--- src/hw/rtl/bpa_pkg.sv ---
package bpa_pkg;

  // Map geometry.
  localparam int PAGES      = 4096;
  localparam int WORD_BITS  = 32;
  localparam int MAP_WORDS  = (PAGES + WORD_BITS - 1) / WORD_BITS;
  localparam int WORD_IDX_W = $clog2(MAP_WORDS);
  localparam int BIT_IDX_W  = $clog2(WORD_BITS);

  // Field widths.
  localparam int REQ_W   = 2;
  localparam int PAGE_W  = 12;
  localparam int COUNT_W = 13;

  // Request kinds; the fourth code is an unknown request that changes nothing.
  localparam logic [REQ_W-1:0] REQ_ALLOC   = 2'd0;
  localparam logic [REQ_W-1:0] REQ_FREE    = 2'd1;
  localparam logic [REQ_W-1:0] REQ_RESERVE = 2'd2;

  typedef enum logic [1:0] {
    ST_OK         = 2'd0,
    ST_NO_FREE    = 2'd1,
    ST_SAME_STATE = 2'd2,
    ST_RANGE      = 2'd3
  } status_t;

  // Commands from the controller to the datapath.
  typedef struct packed {
    logic load;   // capture the request and select the map word
    logic eval;   // update the map and load the result register
  } bpa_cmd_t;

  // Status from the datapath to the controller.
  typedef struct packed {
    logic map_busy;  // a map word read is outstanding
  } bpa_stat_t;

endpackage

--- src/hw/rtl/bpa_ctrl.sv ---
module bpa_ctrl
  import bpa_pkg::*;
(
  input  logic      clk,
  input  logic      rst_n,
  input  logic      in_valid,
  output logic      in_stall,
  output logic      out_valid,
  input  logic      out_stall,
  input  bpa_stat_t stat,
  output bpa_cmd_t  cmd
);

  typedef enum logic [1:0] {
    S_IDLE,
    S_READ,
    S_EVAL
  } state_t;

  state_t state_r, state_nxt;
  logic   out_valid_r, out_valid_nxt;
  logic   out_free;

  // The result register can take a new beat when empty or being drained.
  assign out_free = !out_valid_r || !out_stall;

  assign in_stall  = (state_r != S_IDLE);
  assign out_valid = out_valid_r;

  assign cmd.load = (state_r == S_IDLE) && in_valid;
  assign cmd.eval = (state_r == S_EVAL) && out_free && !stat.map_busy;

  always_comb begin
    state_nxt     = state_r;
    out_valid_nxt = out_valid_r;
    if (!out_stall) begin
      out_valid_nxt = 1'b0;
    end
    case (state_r)
      S_IDLE: begin
        if (in_valid) begin
          state_nxt = S_READ;
        end
      end
      S_READ: begin
        state_nxt = S_EVAL;
      end
      S_EVAL: begin
        if (cmd.eval) begin
          state_nxt     = S_IDLE;
          out_valid_nxt = 1'b1;
        end
      end
      default: begin
        state_nxt = S_IDLE;
      end
    endcase
  end

  always_ff @(posedge clk) begin
    if (!rst_n) begin
      state_r     <= S_IDLE;
      out_valid_r <= 1'b0;
    end else begin
      state_r     <= state_nxt;
      out_valid_r <= out_valid_nxt;
    end
  end

  a_eval_gives_result: assert property (@(posedge clk) disable iff (!rst_n)
    cmd.eval |=> out_valid_r)
    else $error("result not presented after evaluation");

  a_accept_starts_read: assert property (@(posedge clk) disable iff (!rst_n)
    (in_valid && !in_stall) |=> (state_r == S_READ))
    else $error("accepted beat did not start a map read");

  a_read_then_eval: assert property (@(posedge clk) disable iff (!rst_n)
    (state_r == S_READ) |=> (state_r == S_EVAL))
    else $error("map read not followed by evaluation");

endmodule

--- src/hw/rtl/bpa_dpath.sv ---
module bpa_dpath
  import bpa_pkg::*;
(
  input  logic               clk,
  input  logic               rst_n,
  input  bpa_cmd_t           cmd,
  output bpa_stat_t          stat,
  input  logic               cfg_we,
  input  logic [COUNT_W-1:0] cfg_total,
  input  logic [REQ_W-1:0]   in_req_type,
  input  logic [PAGE_W-1:0]  in_page_number,
  output logic [1:0]         out_status,
  output logic [PAGE_W-1:0]  out_granted_page,
  output logic [COUNT_W-1:0] out_free_pages
);

  localparam logic [COUNT_W-1:0] PAGES_C = COUNT_W'(PAGES);

  // Used map storage and per-word summary bits.
  logic [WORD_BITS-1:0] mem [MAP_WORDS];
  logic [MAP_WORDS-1:0] valid_r;
  logic [MAP_WORDS-1:0] full_r;

  logic [COUNT_W-1:0]    total_r;
  logic [COUNT_W-1:0]    used_count_r, used_count_nxt;
  logic [REQ_W-1:0]      req_r;
  logic [PAGE_W-1:0]     page_r;
  logic [WORD_IDX_W-1:0] addr_r, addr_nxt;
  logic                  none_r;
  logic [WORD_BITS-1:0]  rd_data_r;
  logic                  rd_valid_r;
  logic                  rd_pend_r;

  logic [WORD_IDX_W-1:0] first_word;
  logic [BIT_IDX_W-1:0]  first_bit;
  logic [WORD_BITS-1:0]  word, new_word;
  logic [COUNT_W-1:0]    lim;
  logic [PAGE_W-1:0]     alloc_page;
  logic [BIT_IDX_W-1:0]  bit_sel;
  logic                  wr_en;
  status_t               status_nxt;
  logic [PAGE_W-1:0]     granted_nxt;
  logic [COUNT_W-1:0]    free_nxt;

  logic [1:0]            out_status_r;
  logic [PAGE_W-1:0]     out_granted_r;
  logic [COUNT_W-1:0]    out_free_r;

  assign stat.map_busy = rd_pend_r;

  // Lowest word that still has a free page.
  always_comb begin
    first_word = '0;
    for (int i = MAP_WORDS - 1; i >= 0; i--) begin
      if (!full_r[i]) begin
        first_word = WORD_IDX_W'(i);
      end
    end
  end

  always_comb begin
    addr_nxt = in_page_number[PAGE_W-1:BIT_IDX_W];
    if (in_req_type == REQ_ALLOC) begin
      addr_nxt = first_word;
    end
  end

  assign word = rd_valid_r ? rd_data_r : '0;

  // Lowest free bit in the selected word.
  always_comb begin
    first_bit = '0;
    for (int j = WORD_BITS - 1; j >= 0; j--) begin
      if (!word[j]) begin
        first_bit = BIT_IDX_W'(j);
      end
    end
  end

  assign lim        = (total_r > PAGES_C) ? PAGES_C : total_r;
  assign alloc_page = {addr_r, first_bit};
  assign bit_sel    = page_r[BIT_IDX_W-1:0];

  always_comb begin
    new_word       = word;
    wr_en          = 1'b0;
    used_count_nxt = used_count_r;
    status_nxt     = ST_OK;
    granted_nxt    = '0;
    if (req_r == REQ_ALLOC) begin
      if (!none_r && (COUNT_W'(alloc_page) < lim)) begin
        new_word[first_bit] = 1'b1;
        wr_en               = 1'b1;
        used_count_nxt      = used_count_r + COUNT_W'(1);
        granted_nxt         = alloc_page;
      end else begin
        status_nxt = ST_NO_FREE;
      end
    end else if (req_r == REQ_FREE || req_r == REQ_RESERVE) begin
      if (COUNT_W'(page_r) >= lim) begin
        status_nxt = ST_RANGE;
      end else if (word[bit_sel] == (req_r == REQ_RESERVE)) begin
        status_nxt = ST_SAME_STATE;
      end else begin
        new_word[bit_sel] = (req_r == REQ_RESERVE);
        wr_en             = 1'b1;
        if (req_r == REQ_RESERVE) begin
          used_count_nxt = used_count_r + COUNT_W'(1);
        end else begin
          used_count_nxt = used_count_r - COUNT_W'(1);
        end
      end
    end
    free_nxt = (lim > used_count_nxt) ? (lim - used_count_nxt) : '0;
  end

  // Map memory: one write and one registered read per cycle.
  always_ff @(posedge clk) begin
    if (cmd.eval && wr_en) begin
      mem[addr_r] <= new_word;
    end
    rd_data_r  <= mem[addr_r];
    rd_valid_r <= valid_r[addr_r];
  end

  always_ff @(posedge clk) begin
    if (!rst_n) begin
      valid_r      <= '0;
      full_r       <= '0;
      used_count_r <= '0;
      total_r      <= PAGES_C;
      rd_pend_r    <= 1'b0;
    end else begin
      rd_pend_r <= cmd.load;
      if (cfg_we) begin
        total_r <= cfg_total;
      end
      if (cmd.eval && wr_en) begin
        valid_r[addr_r] <= 1'b1;
        full_r[addr_r]  <= &new_word;
        used_count_r    <= used_count_nxt;
      end
    end
  end

  always_ff @(posedge clk) begin
    if (cmd.load) begin
      req_r  <= in_req_type;
      page_r <= in_page_number;
      addr_r <= addr_nxt;
      none_r <= &full_r;
    end
    if (cmd.eval) begin
      out_status_r  <= status_nxt;
      out_granted_r <= granted_nxt;
      out_free_r    <= free_nxt;
    end
  end

  assign out_status       = out_status_r;
  assign out_granted_page = out_granted_r;
  assign out_free_pages   = out_free_r;

  a_full_implies_written: assert property (@(posedge clk) disable iff (!rst_n)
    (full_r & ~valid_r) == '0)
    else $error("word marked full but never written");

  a_count_bounded: assert property (@(posedge clk) disable iff (!rst_n)
    used_count_r <= PAGES_C)
    else $error("used page count exceeds the map size");

endmodule

--- src/hw/rtl/bitmap_page_allocator_core.sv ---
// Bitmap first-fit page allocator.
// Request beats enter on in_valid / in_stall with a request kind (allocate,
// free, reserve) and a page number. Each accepted beat yields exactly one
// result beat on out_valid / out_stall carrying a status, the granted page
// and the free page count after the request.
// The one configuration register, the managed page total, is written on
// cfg_valid / cfg_ready; cfg_ready is always high. Write it only while idle.
// A request beat passes the request registers, the registered map word read
// and the result register before its result beat is presented. One request
// is worked on at a time, so the block takes a new beat only once the last
// one is evaluated. The steps follow the single map memory port: the accept
// step picks the word (a per-word full summary locates the first word with a
// free page), the next does the registered word read, and the last priority
// encodes, writes back and loads the result register.
// A finished result waits in its output register; the next request beat is
// accepted meanwhile and is held at evaluation while the receiver stalls.
// Synchronous reset clears the whole map at once through per-word valid
// bits, zeroes the used count and sets the page total to the map size; the
// block accepts beats in the first cycle after reset.
module bitmap_page_allocator_core
  import bpa_pkg::*;
(
  input  logic               clk,
  input  logic               rst_n,
  input  logic               in_valid,
  output logic               in_stall,
  input  logic [REQ_W-1:0]   in_req_type,
  input  logic [PAGE_W-1:0]  in_page_number,
  output logic               out_valid,
  input  logic               out_stall,
  output logic [1:0]         out_status,
  output logic [PAGE_W-1:0]  out_granted_page,
  output logic [COUNT_W-1:0] out_free_pages,
  input  logic               cfg_valid,
  output logic               cfg_ready,
  input  logic [COUNT_W-1:0] cfg_total_pages
);

  bpa_cmd_t  cmd;
  bpa_stat_t stat;

  // The configuration register is always writable.
  assign cfg_ready = 1'b1;

  bpa_ctrl u_ctrl (
    .clk       (clk),
    .rst_n     (rst_n),
    .in_valid  (in_valid),
    .in_stall  (in_stall),
    .out_valid (out_valid),
    .out_stall (out_stall),
    .stat      (stat),
    .cmd       (cmd)
  );

  bpa_dpath u_dpath (
    .clk              (clk),
    .rst_n            (rst_n),
    .cmd              (cmd),
    .stat             (stat),
    .cfg_we           (cfg_valid && cfg_ready),
    .cfg_total        (cfg_total_pages),
    .in_req_type      (in_req_type),
    .in_page_number   (in_page_number),
    .out_status       (out_status),
    .out_granted_page (out_granted_page),
    .out_free_pages   (out_free_pages)
  );

endmodule

--- config.mk ---
export PLATFORM = sky130hd
export DESIGN_NAME = bitmap_page_allocator_core
export DESIGN_NICKNAME = d
export VERILOG_FILES = /design/src/hw/rtl/bpa_pkg.sv /design/src/hw/rtl/bpa_ctrl.sv /design/src/hw/rtl/bpa_dpath.sv /design/src/hw/rtl/bitmap_page_allocator_core.sv
export SDC_FILE = /design/constraint.sdc
export NUM_CORES = 2
export LEC_CHECK = 0
export ABC_AREA = 1
export BUFFER_PORTS_ARGS = -buffer_cell sky130_fd_sc_hd__buf_2
export CAP_MARGIN = 15
export CELL_PAD_IN_SITES_DETAIL_PLACEMENT = 1
export CELL_PAD_IN_SITES_GLOBAL_PLACEMENT = 1
export CORE_AREA = 2 2 647 649
export DETAILED_ROUTE_END_ITERATION = 10
export DIE_AREA = 0 0 649 651
export PLACE_DENSITY_LB_ADDON = 0.25
export SLEW_MARGIN = 20
export SYNTH_ARGS = -nofsm -noshare
export SYNTH_HDL_FRONTEND = slang
export SYNTH_SLANG_ARGS = --single-unit
--- constraint.sdc ---
create_clock -name clk -period 13.58 [get_ports clk]
set_clock_uncertainty 0.15 [all_clocks]
set_input_delay 2.037 -clock clk [delete_from_list [all_inputs] [get_ports clk]]
set_output_delay 2.037 -clock clk [all_outputs]
set_load 0.03 [all_outputs]
== After elaboration in Yosys (flattened, before gate mapping) ==
Memory sizes are Yosys's and may differ from the RTL's. A register that Yosys moved wholly into a read port is not among the register bits.
Cells that the tools add are included.
Word-level totals
  word-level logic and storage cells: 264
  memories kept: 1
  input port bits: 32
  output and inout port bits: 30
  flip-flop bits (word level): 336
  RAM bits: 4096
Memories
  u_dpath.mem: words 128, bits a word 32, read ports 1, clocked after memory_dff 1, write ports 1, RTL line bpa_dpath.sv:20  | logic [WORD_BITS-1:0] mem [MAP_WORDS];
Cells by class
  equal/unequal tests: 7
  mux-type cells: 204
  $lt $le $gt $ge: 10
  reductions and logical operators: 22
  add/sub/neg operators: 3
  bitwise logic cells: 2
Operators with widths (count)
  $mux 7: 129
  $mux 32: 6
  $mux 5: 32
  $bwmux 128: 1
  $or 128x128->128: 1
  $reduce_and 128->1: 1
  $mux 13: 7
  $bwmux 32: 1
  $or 32x32->32: 1
  $reduce_and 32->1: 1
  $mux 1: 16
  $add 13x1->13 const B: 1
  $ge 12x13->1: 1
  $gt 13x13->1: 1
  $gt 13x13->1 const B: 1
  $lt 12x13->1: 1
  $sub 13x1->13 const B: 1
  $sub 13x13->13: 1
  $lt 5x6->1 const B: 2
  $mux 2: 6
  $demux 1 s5: 2
  $ge 5x1->1 const B: 2
  $logic_and 1x1->1: 8
  $lt 7x8->1 const B: 1
  other kinds (15): 24

== Depth between registers and ports, before layout ==
  word-level depth: 129
  mapped depth: 129

== Cells and area by module ==
From an unflattened synthesis, not the netlist that was laid out.
Unflattened totals
  cell total of the unflattened synthesis: 10862
  area, all modules: 166081.8 um^2
By module, submodules not included
  bpa_dpath: cells an instance 10841, area an instance 165934.1 um^2, instances 1
  bpa_ctrl: cells an instance 19, area an instance 136.4 um^2, instances 1
  bitmap_page_allocator_core: cells an instance 2, area an instance 11.3 um^2, instances 1

== Worst setup path before layout ==
No wires, ideal clock.
  path type: reg2reg
  from: reg u_dpath.rd_valid_r
  to: reg u_dpath.full_r[107]
  cell stages (with the launch flop): 32
  required time: 13352 ps
  clock period less this slack: 9771 ps
  setup time: 78 ps
  data arrival time: 9543 ps
  setup slack: 3809 ps
  path buffers: 4
  cell sequence: dfxtp_1 clkbuf_1 clkbuf_1 nand2_1 o31ai_1 nand2_1 nand2_1 nand2_1 nand2_1 nand2_1 nand2_1 nand2_1 nand2_1 nand2_1 nand2_1 nand3_1 nand2_1 inv_1 ha_1 nand4_1 o221ai_1 nand2_1 nand2_1 nor3_1 nand2_1 o31ai_1 nand4_1 nor4_1 nand3b_1 clkbuf_1 clkbuf_1 a21oi_1
On the way
  cells in the longest elaborated chain, start to end: 42
  elaborated cells between the ends (all ways): 58
  those cells by class: order compare (3); eq/ne (1); mux (49); bitwise (1); reduce/logical (4)
RTL lines
  from (decl): RTL line bpa_dpath.sv:31  | logic rd_valid_r;
  from (signal assigned): RTL line bpa_dpath.sv:123  | rd_valid_r <= valid_r[addr_r];
  $mux 32 *: RTL line bpa_dpath.sv:68  | assign word = rd_valid_r ? rd_data_r : '0;
  $mux 5 (31 in series): RTL line bpa_dpath.sv:74  | if (!word[j]) begin
  $mux 5 *: RTL line bpa_dpath.sv:74
  named net u_dpath.first_bit[1]: RTL line bpa_dpath.sv:35  | logic [BIT_IDX_W-1:0] first_bit;
  $lt 5x6->1 (not written as such) or $ge 5x1->1 (tied branches): RTL line bpa_dpath.sv:92  | new_word[first_bit] = 1'b1;
  $logic_and 1x1->1 (not written as such): RTL line bpa_dpath.sv:92
  $mux 1 (not written as such): RTL line bpa_dpath.sv:92
  $demux 1 s5
  $or 32x32->32 (no source line)
  $mux 32 *: RTL line bpa_dpath.sv:91  | if (!none_r && (COUNT_W'(alloc_page) < lim)) begin
  $mux 32 *: RTL line bpa_dpath.sv:90  | if (req_r == REQ_ALLOC) begin
  named net u_dpath.new_word[16]: RTL line bpa_dpath.sv:36  | logic [WORD_BITS-1:0] word, new_word;
  $reduce_and 32->1 *: RTL line bpa_dpath.sv:140  | full_r[addr_r] <= &new_word;
  $bwmux 128 *: RTL line bpa_dpath.sv:140
  to (signal, indexed assignment): RTL line bpa_dpath.sv:140
  to (decl): RTL line bpa_dpath.sv:22  | logic [MAP_WORDS-1:0] full_r;
Mark *: on every way through the listed nets, which the timed path passes. The rest lies on a longest branch. The select of a mux whose other input is x is not followed.
A chain may end at the register's enable or synchronous reset.

== Final worst setup path ==
  from: reg u_dpath.full_r[127]
  to: reg u_dpath.addr_r[0] (data pin)
On the way
  cells in the longest elaborated chain, start to end: 129
RTL lines
  $mux 7 (128 in series): RTL line bpa_dpath.sv:55  | if (!full_r[i]) begin
  $mux 7: RTL line bpa_dpath.sv:63  | if (in_req_type == REQ_ALLOC) begin
  named net u_dpath.addr_nxt[0]: RTL line bpa_dpath.sv:28  | logic [WORD_IDX_W-1:0] addr_r, addr_nxt;
  to (signal assigned): RTL line bpa_dpath.sv:150  | addr_r <= addr_nxt;
  to (decl): RTL line bpa_dpath.sv:28
The timed path passes the listed nets, and every way through them passes these cells.

==> flow_summary.toml <==
[setup_path]
crit_required_ps = 14190
cp_top_family = "simple AND/OR/NAND/NOR gates"
critical-path-slowest-cell = "sky130_fd_sc_hd__dfxtp_1"
worst_r2r_startpoint = "u_dpath.full_r[127]"
cp_common_cell = "sky130_fd_sc_hd__nand2_1"
r2r_slack_ps = 5170
r2r-end = "u_dpath.addr_r[0]"
worst-endpoint-arrival_ps = 9020
critPathBufInv = 1
worstSetupEndpointType = "flop"
crit_path_max_incr_delay_ps = 380
cp-start-kind = "flop"
critPathMaxFanout = 4
rr_worst_depth = 129
critical_path_class = "reg -> reg"

[flow_run]
maxCapViolCount = 0

[sta]
period_needed_ps = 8413
setup_viol = 0
layout_worst_path_cycle_share_pct = 61.95
final-max-slew-violation-count = 0
fin_ws_ps = 5167
grt_setup_unrepaired = "false"
setup_total_negative_slack_ps = 0
hold_viol_final = 0
fin_worst_hold_slack_ps = 316.5
max_clock_freq_mhz = 118.9
max_slew_margin_pct = 11.44
worst_pin_slew_ps = 1328

[drt]
detailroute.via_count = 105100
drt_first_pass_iters = 7
wl_per_cell_um = 35.29
routed_wirelength_mm = 598.4
initialDrtViolationCount = 13840
via_to_cell_ratio = 6.196
drcViolationCount = 0
final_antenna_net_count = 0

[layout]
seq_area_sq_um = 130900
post_route_cells_drive_above_1_share_pct = 11.60
syn_to_final_growth_pct = 14.77
multi_input_comb_area_sq_um = 33500
design.final.nets = 11110
utilization_pct = 45.81
filler_cell_count = 40070

[power]
share_seq_of_total_power_pct = 51.2
worst_ir_drop_vdd_v = 0.0001291
clock_power_share_pct = 41.6
p_total_uw = 29590
power.share.switching_pct = 23.92
leakage_uw = 0.06033
power.internal_uw = 22510
comb_power_share_pct = 7.2
power_density_nw_per_um2 = 155.5
net-switching-power_uw = 7078

[hold_path]
timing.hold.worst_path_depth = 1
holdCritStartpoint = "u_dpath.valid_r[89]"
worst_hold_path.endpoint = "u_dpath.valid_r[89]"
class_of_the_tightest_hold_or_removal_check = "reg -> reg"

[clocking]
cts_sinks = 4464
cts_post_setup_buffers_inserted = 0
cts_made_buffers = 450
cts_max_level = 5
cts_tree = "built"
clock_insertion_delay_worst_skew_ps = 1030
clock_path_buffers = 4
cts_hold_buffers = 0
cts_root_buf = "sky130_fd_sc_hd__clkbuf_16"
post_cts_sizing = 0
clkTransAtPathRegs_ps = 60

[die]
floorplan.die.width_um = 649
start_util_pct = 39.92
dieHeight_um = 651
core_area_sq_um = 415400
rows = 237
fp.dieArea_sq_um = 422500
boundaryPins = 62

[synthesis]
synth_nets = 10800
synth-seq-area-share_pct = 78.91
mappedNetlistArea_sq_um = 165800
dominantRegCellSynth = "sky130_fd_sc_hd__edfxtp_1"
synthArstFlopShare_pct = 0
yosys_register_bits = 4464
synth_cell_types = 50
synthesis.yosys.warnings = 0
number_of_flops_mapped_to_enable_cells_by_yosys = 4145
synthesis.area_per_instance_sq_um = 15.46
synthesis.instances = 10730

[run_status]
run_status = "finished clean"

[global_routing]
antenna_found_initial = 52
first_global_vias = 104900
grt_overflow = 0
groute.usage.overall_pct = 27.56
global_route_wire_length_before_repair_mm = 831.8
grt_max_degree = 130

[placement]
dp_slack_ps = 5111
hpwl_mm = 352.7
portBuffers = 60
gpl.final_weighted_congestion = 0.9230
-- registers in the layout (all words and copies together) (netlist names), 13 cells and up --
name and cells:
u_dpath.mem 4096, u_dpath.full_r 128, u_dpath.total_r 13, u_dpath.used_count_r 13, u_dpath.valid_r 128, u_dpath.out_free_pages 13
u_dpath.rd_data_r 32
-- worst max path at each step --
stage	from	endpoint	slack [ps]	cells past startpoint
floorplan	u_dpath.rd_valid_r	u_dpath.full_r[107]	3810	31
global placement	u_dpath.full_r[127]	u_dpath.addr_r[0]	4440	129
detailed placement	u_dpath.total_r[4]	u_dpath.mem[55][18]	5110	24
CTS	u_dpath.total_r[4]	u_dpath.mem[55][31]	5050	24
global route	u_dpath.full_r[127]	u_dpath.addr_r[0]	4000	129
finish	u_dpath.full_r[127]	u_dpath.addr_r[0]	5170	129
-- cells in the mapped netlist, types with 13 or more instances --
| cell | instances | area (sq um) |
|---|---|---|
| sky130_fd_sc_hd__a32oi_1 | 19 | 166.4 |
| sky130_fd_sc_hd__clkinv_1 | 14 | 52.55 |
| sky130_fd_sc_hd__a221oi_1 | 553 | 4843 |
| sky130_fd_sc_hd__nand4_1 | 499 | 3122 |
| sky130_fd_sc_hd__nand3_1 | 129 | 645.6 |
| sky130_fd_sc_hd__inv_1 | 206 | 773.2 |
| sky130_fd_sc_hd__a31oi_1 | 28 | 175.2 |
| sky130_fd_sc_hd__nand2_1 | 1794 | 6734 |
| sky130_fd_sc_hd__nor3_1 | 34 | 170.2 |
| sky130_fd_sc_hd__o21ai_0 | 264 | 1321 |
| sky130_fd_sc_hd__ha_1 | 40 | 500.5 |
| sky130_fd_sc_hd__dfxtp_1 | 319 | 6386 |
| sky130_fd_sc_hd__xor2_1 | 20 | 175.2 |
| sky130_fd_sc_hd__edfxtp_1 | 4145 | 124500 |
| sky130_fd_sc_hd__a22oi_1 | 644 | 4835 |
| sky130_fd_sc_hd__a21oi_1 | 252 | 1261 |
| sky130_fd_sc_hd__o21a_1 | 128 | 960.9 |
| sky130_fd_sc_hd__a22o_1 | 501 | 4388 |
| sky130_fd_sc_hd__nor2_1 | 404 | 1516 |
| sky130_fd_sc_hd__o221ai_1 | 14 | 122.6 |
| sky130_fd_sc_hd__a41oi_1 | 20 | 175.2 |
| sky130_fd_sc_hd__o22ai_1 | 13 | 81.33 |
| sky130_fd_sc_hd__buf_1 | 140 | 525.5 |
| sky130_fd_sc_hd__clkbuf_1 | 460 | 1727 |
-- power by group through the flow --
stage	logic, uW	clock network [uW]	registers, uW
finish	2130	12300	15100
detailed placement	2080	0	15400
global route	2190	12900	15100
floorplan	938	0	15500
CTS	2090	12400	15100
global placement	2040	0	15400
-- cell type report --
class	count	area share, %
inverter	222	0.4392
clock buffer	636	6.702
multi-input combinational	5441	17.60
clock inverter	208	0.9204
antenna	31	0.04076
sequential	4464	68.76
timing repair buffer	458	1.922
tap	5497	3.614
-- stage by stage --
stage	std cells	area, sq um
after detailed placement	16080	175600
after global placement	16080	175600
after floorplan	10730	165800
final	16960	190300
after CTS	16920	190100
after global routing	16940	190300
-- kinds of logic after synthesis --
| family | after synthesis | synth area share [%] |
|---|---|---|
| AOI/OAI and AO/OA | 2498 | 11.37 |
| buffers and inverters | 823 | 1.865 |
| DFF | 4464 | 78.91 |
| xor gates and xnor gates | 24 | 0.1268 |
| other | 1 | 0.002261 |
| adders and majority gates | 41 | 0.3139 |
| and+or+nand+nor | 2877 | 7.415 |
-- cells in the final DEF (no fill, tap or decap), types with 13 or more instances in the layout --
cell                         count
sky130_fd_sc_hd__edfxtp_1     4145
sky130_fd_sc_hd__nand2_1      1792
sky130_fd_sc_hd__a22oi_1       644
sky130_fd_sc_hd__a221oi_1      549
sky130_fd_sc_hd__a22o_1        501
sky130_fd_sc_hd__nand4_1       499
sky130_fd_sc_hd__clkbuf_16     461
sky130_fd_sc_hd__buf_4         363
sky130_fd_sc_hd__dfxtp_1       319
sky130_fd_sc_hd__nor2_1        268
sky130_fd_sc_hd__o21ai_0       259
sky130_fd_sc_hd__a21oi_1       251
sky130_fd_sc_hd__inv_1         198
sky130_fd_sc_hd__nor2_4        132
sky130_fd_sc_hd__nand3_1       129
sky130_fd_sc_hd__o21a_1        128
sky130_fd_sc_hd__clkbuf_1      118
sky130_fd_sc_hd__clkinv_2       84
sky130_fd_sc_hd__clkinv_1       74
sky130_fd_sc_hd__buf_2          60
sky130_fd_sc_hd__clkbuf_8       56
sky130_fd_sc_hd__ha_1           40
sky130_fd_sc_hd__diode_2        31
sky130_fd_sc_hd__nor3_1         26
sky130_fd_sc_hd__buf_12         25
sky130_fd_sc_hd__a31oi_1        22
sky130_fd_sc_hd__bufinv_16      21
sky130_fd_sc_hd__xor2_1         20
sky130_fd_sc_hd__a32oi_4        19
sky130_fd_sc_hd__a41oi_1        18
sky130_fd_sc_hd__o221ai_1       14
sky130_fd_sc_hd__clkinvlp_4     14
sky130_fd_sc_hd__o22ai_1        13
-- per-layer routing --
metal  part of all wire [%]  wire length, um  vias up  GRT usage (%)
li1                       -                -    43050              -
met1                     40           237400    55630          37.17
met2                     46           277600     5480          43.83
met3                    9.4            56420      901          5.538
met4                    4.5            26850       16          11.12
met5                  0.015               88        -              0
Power figures use the tool's default switching activity.
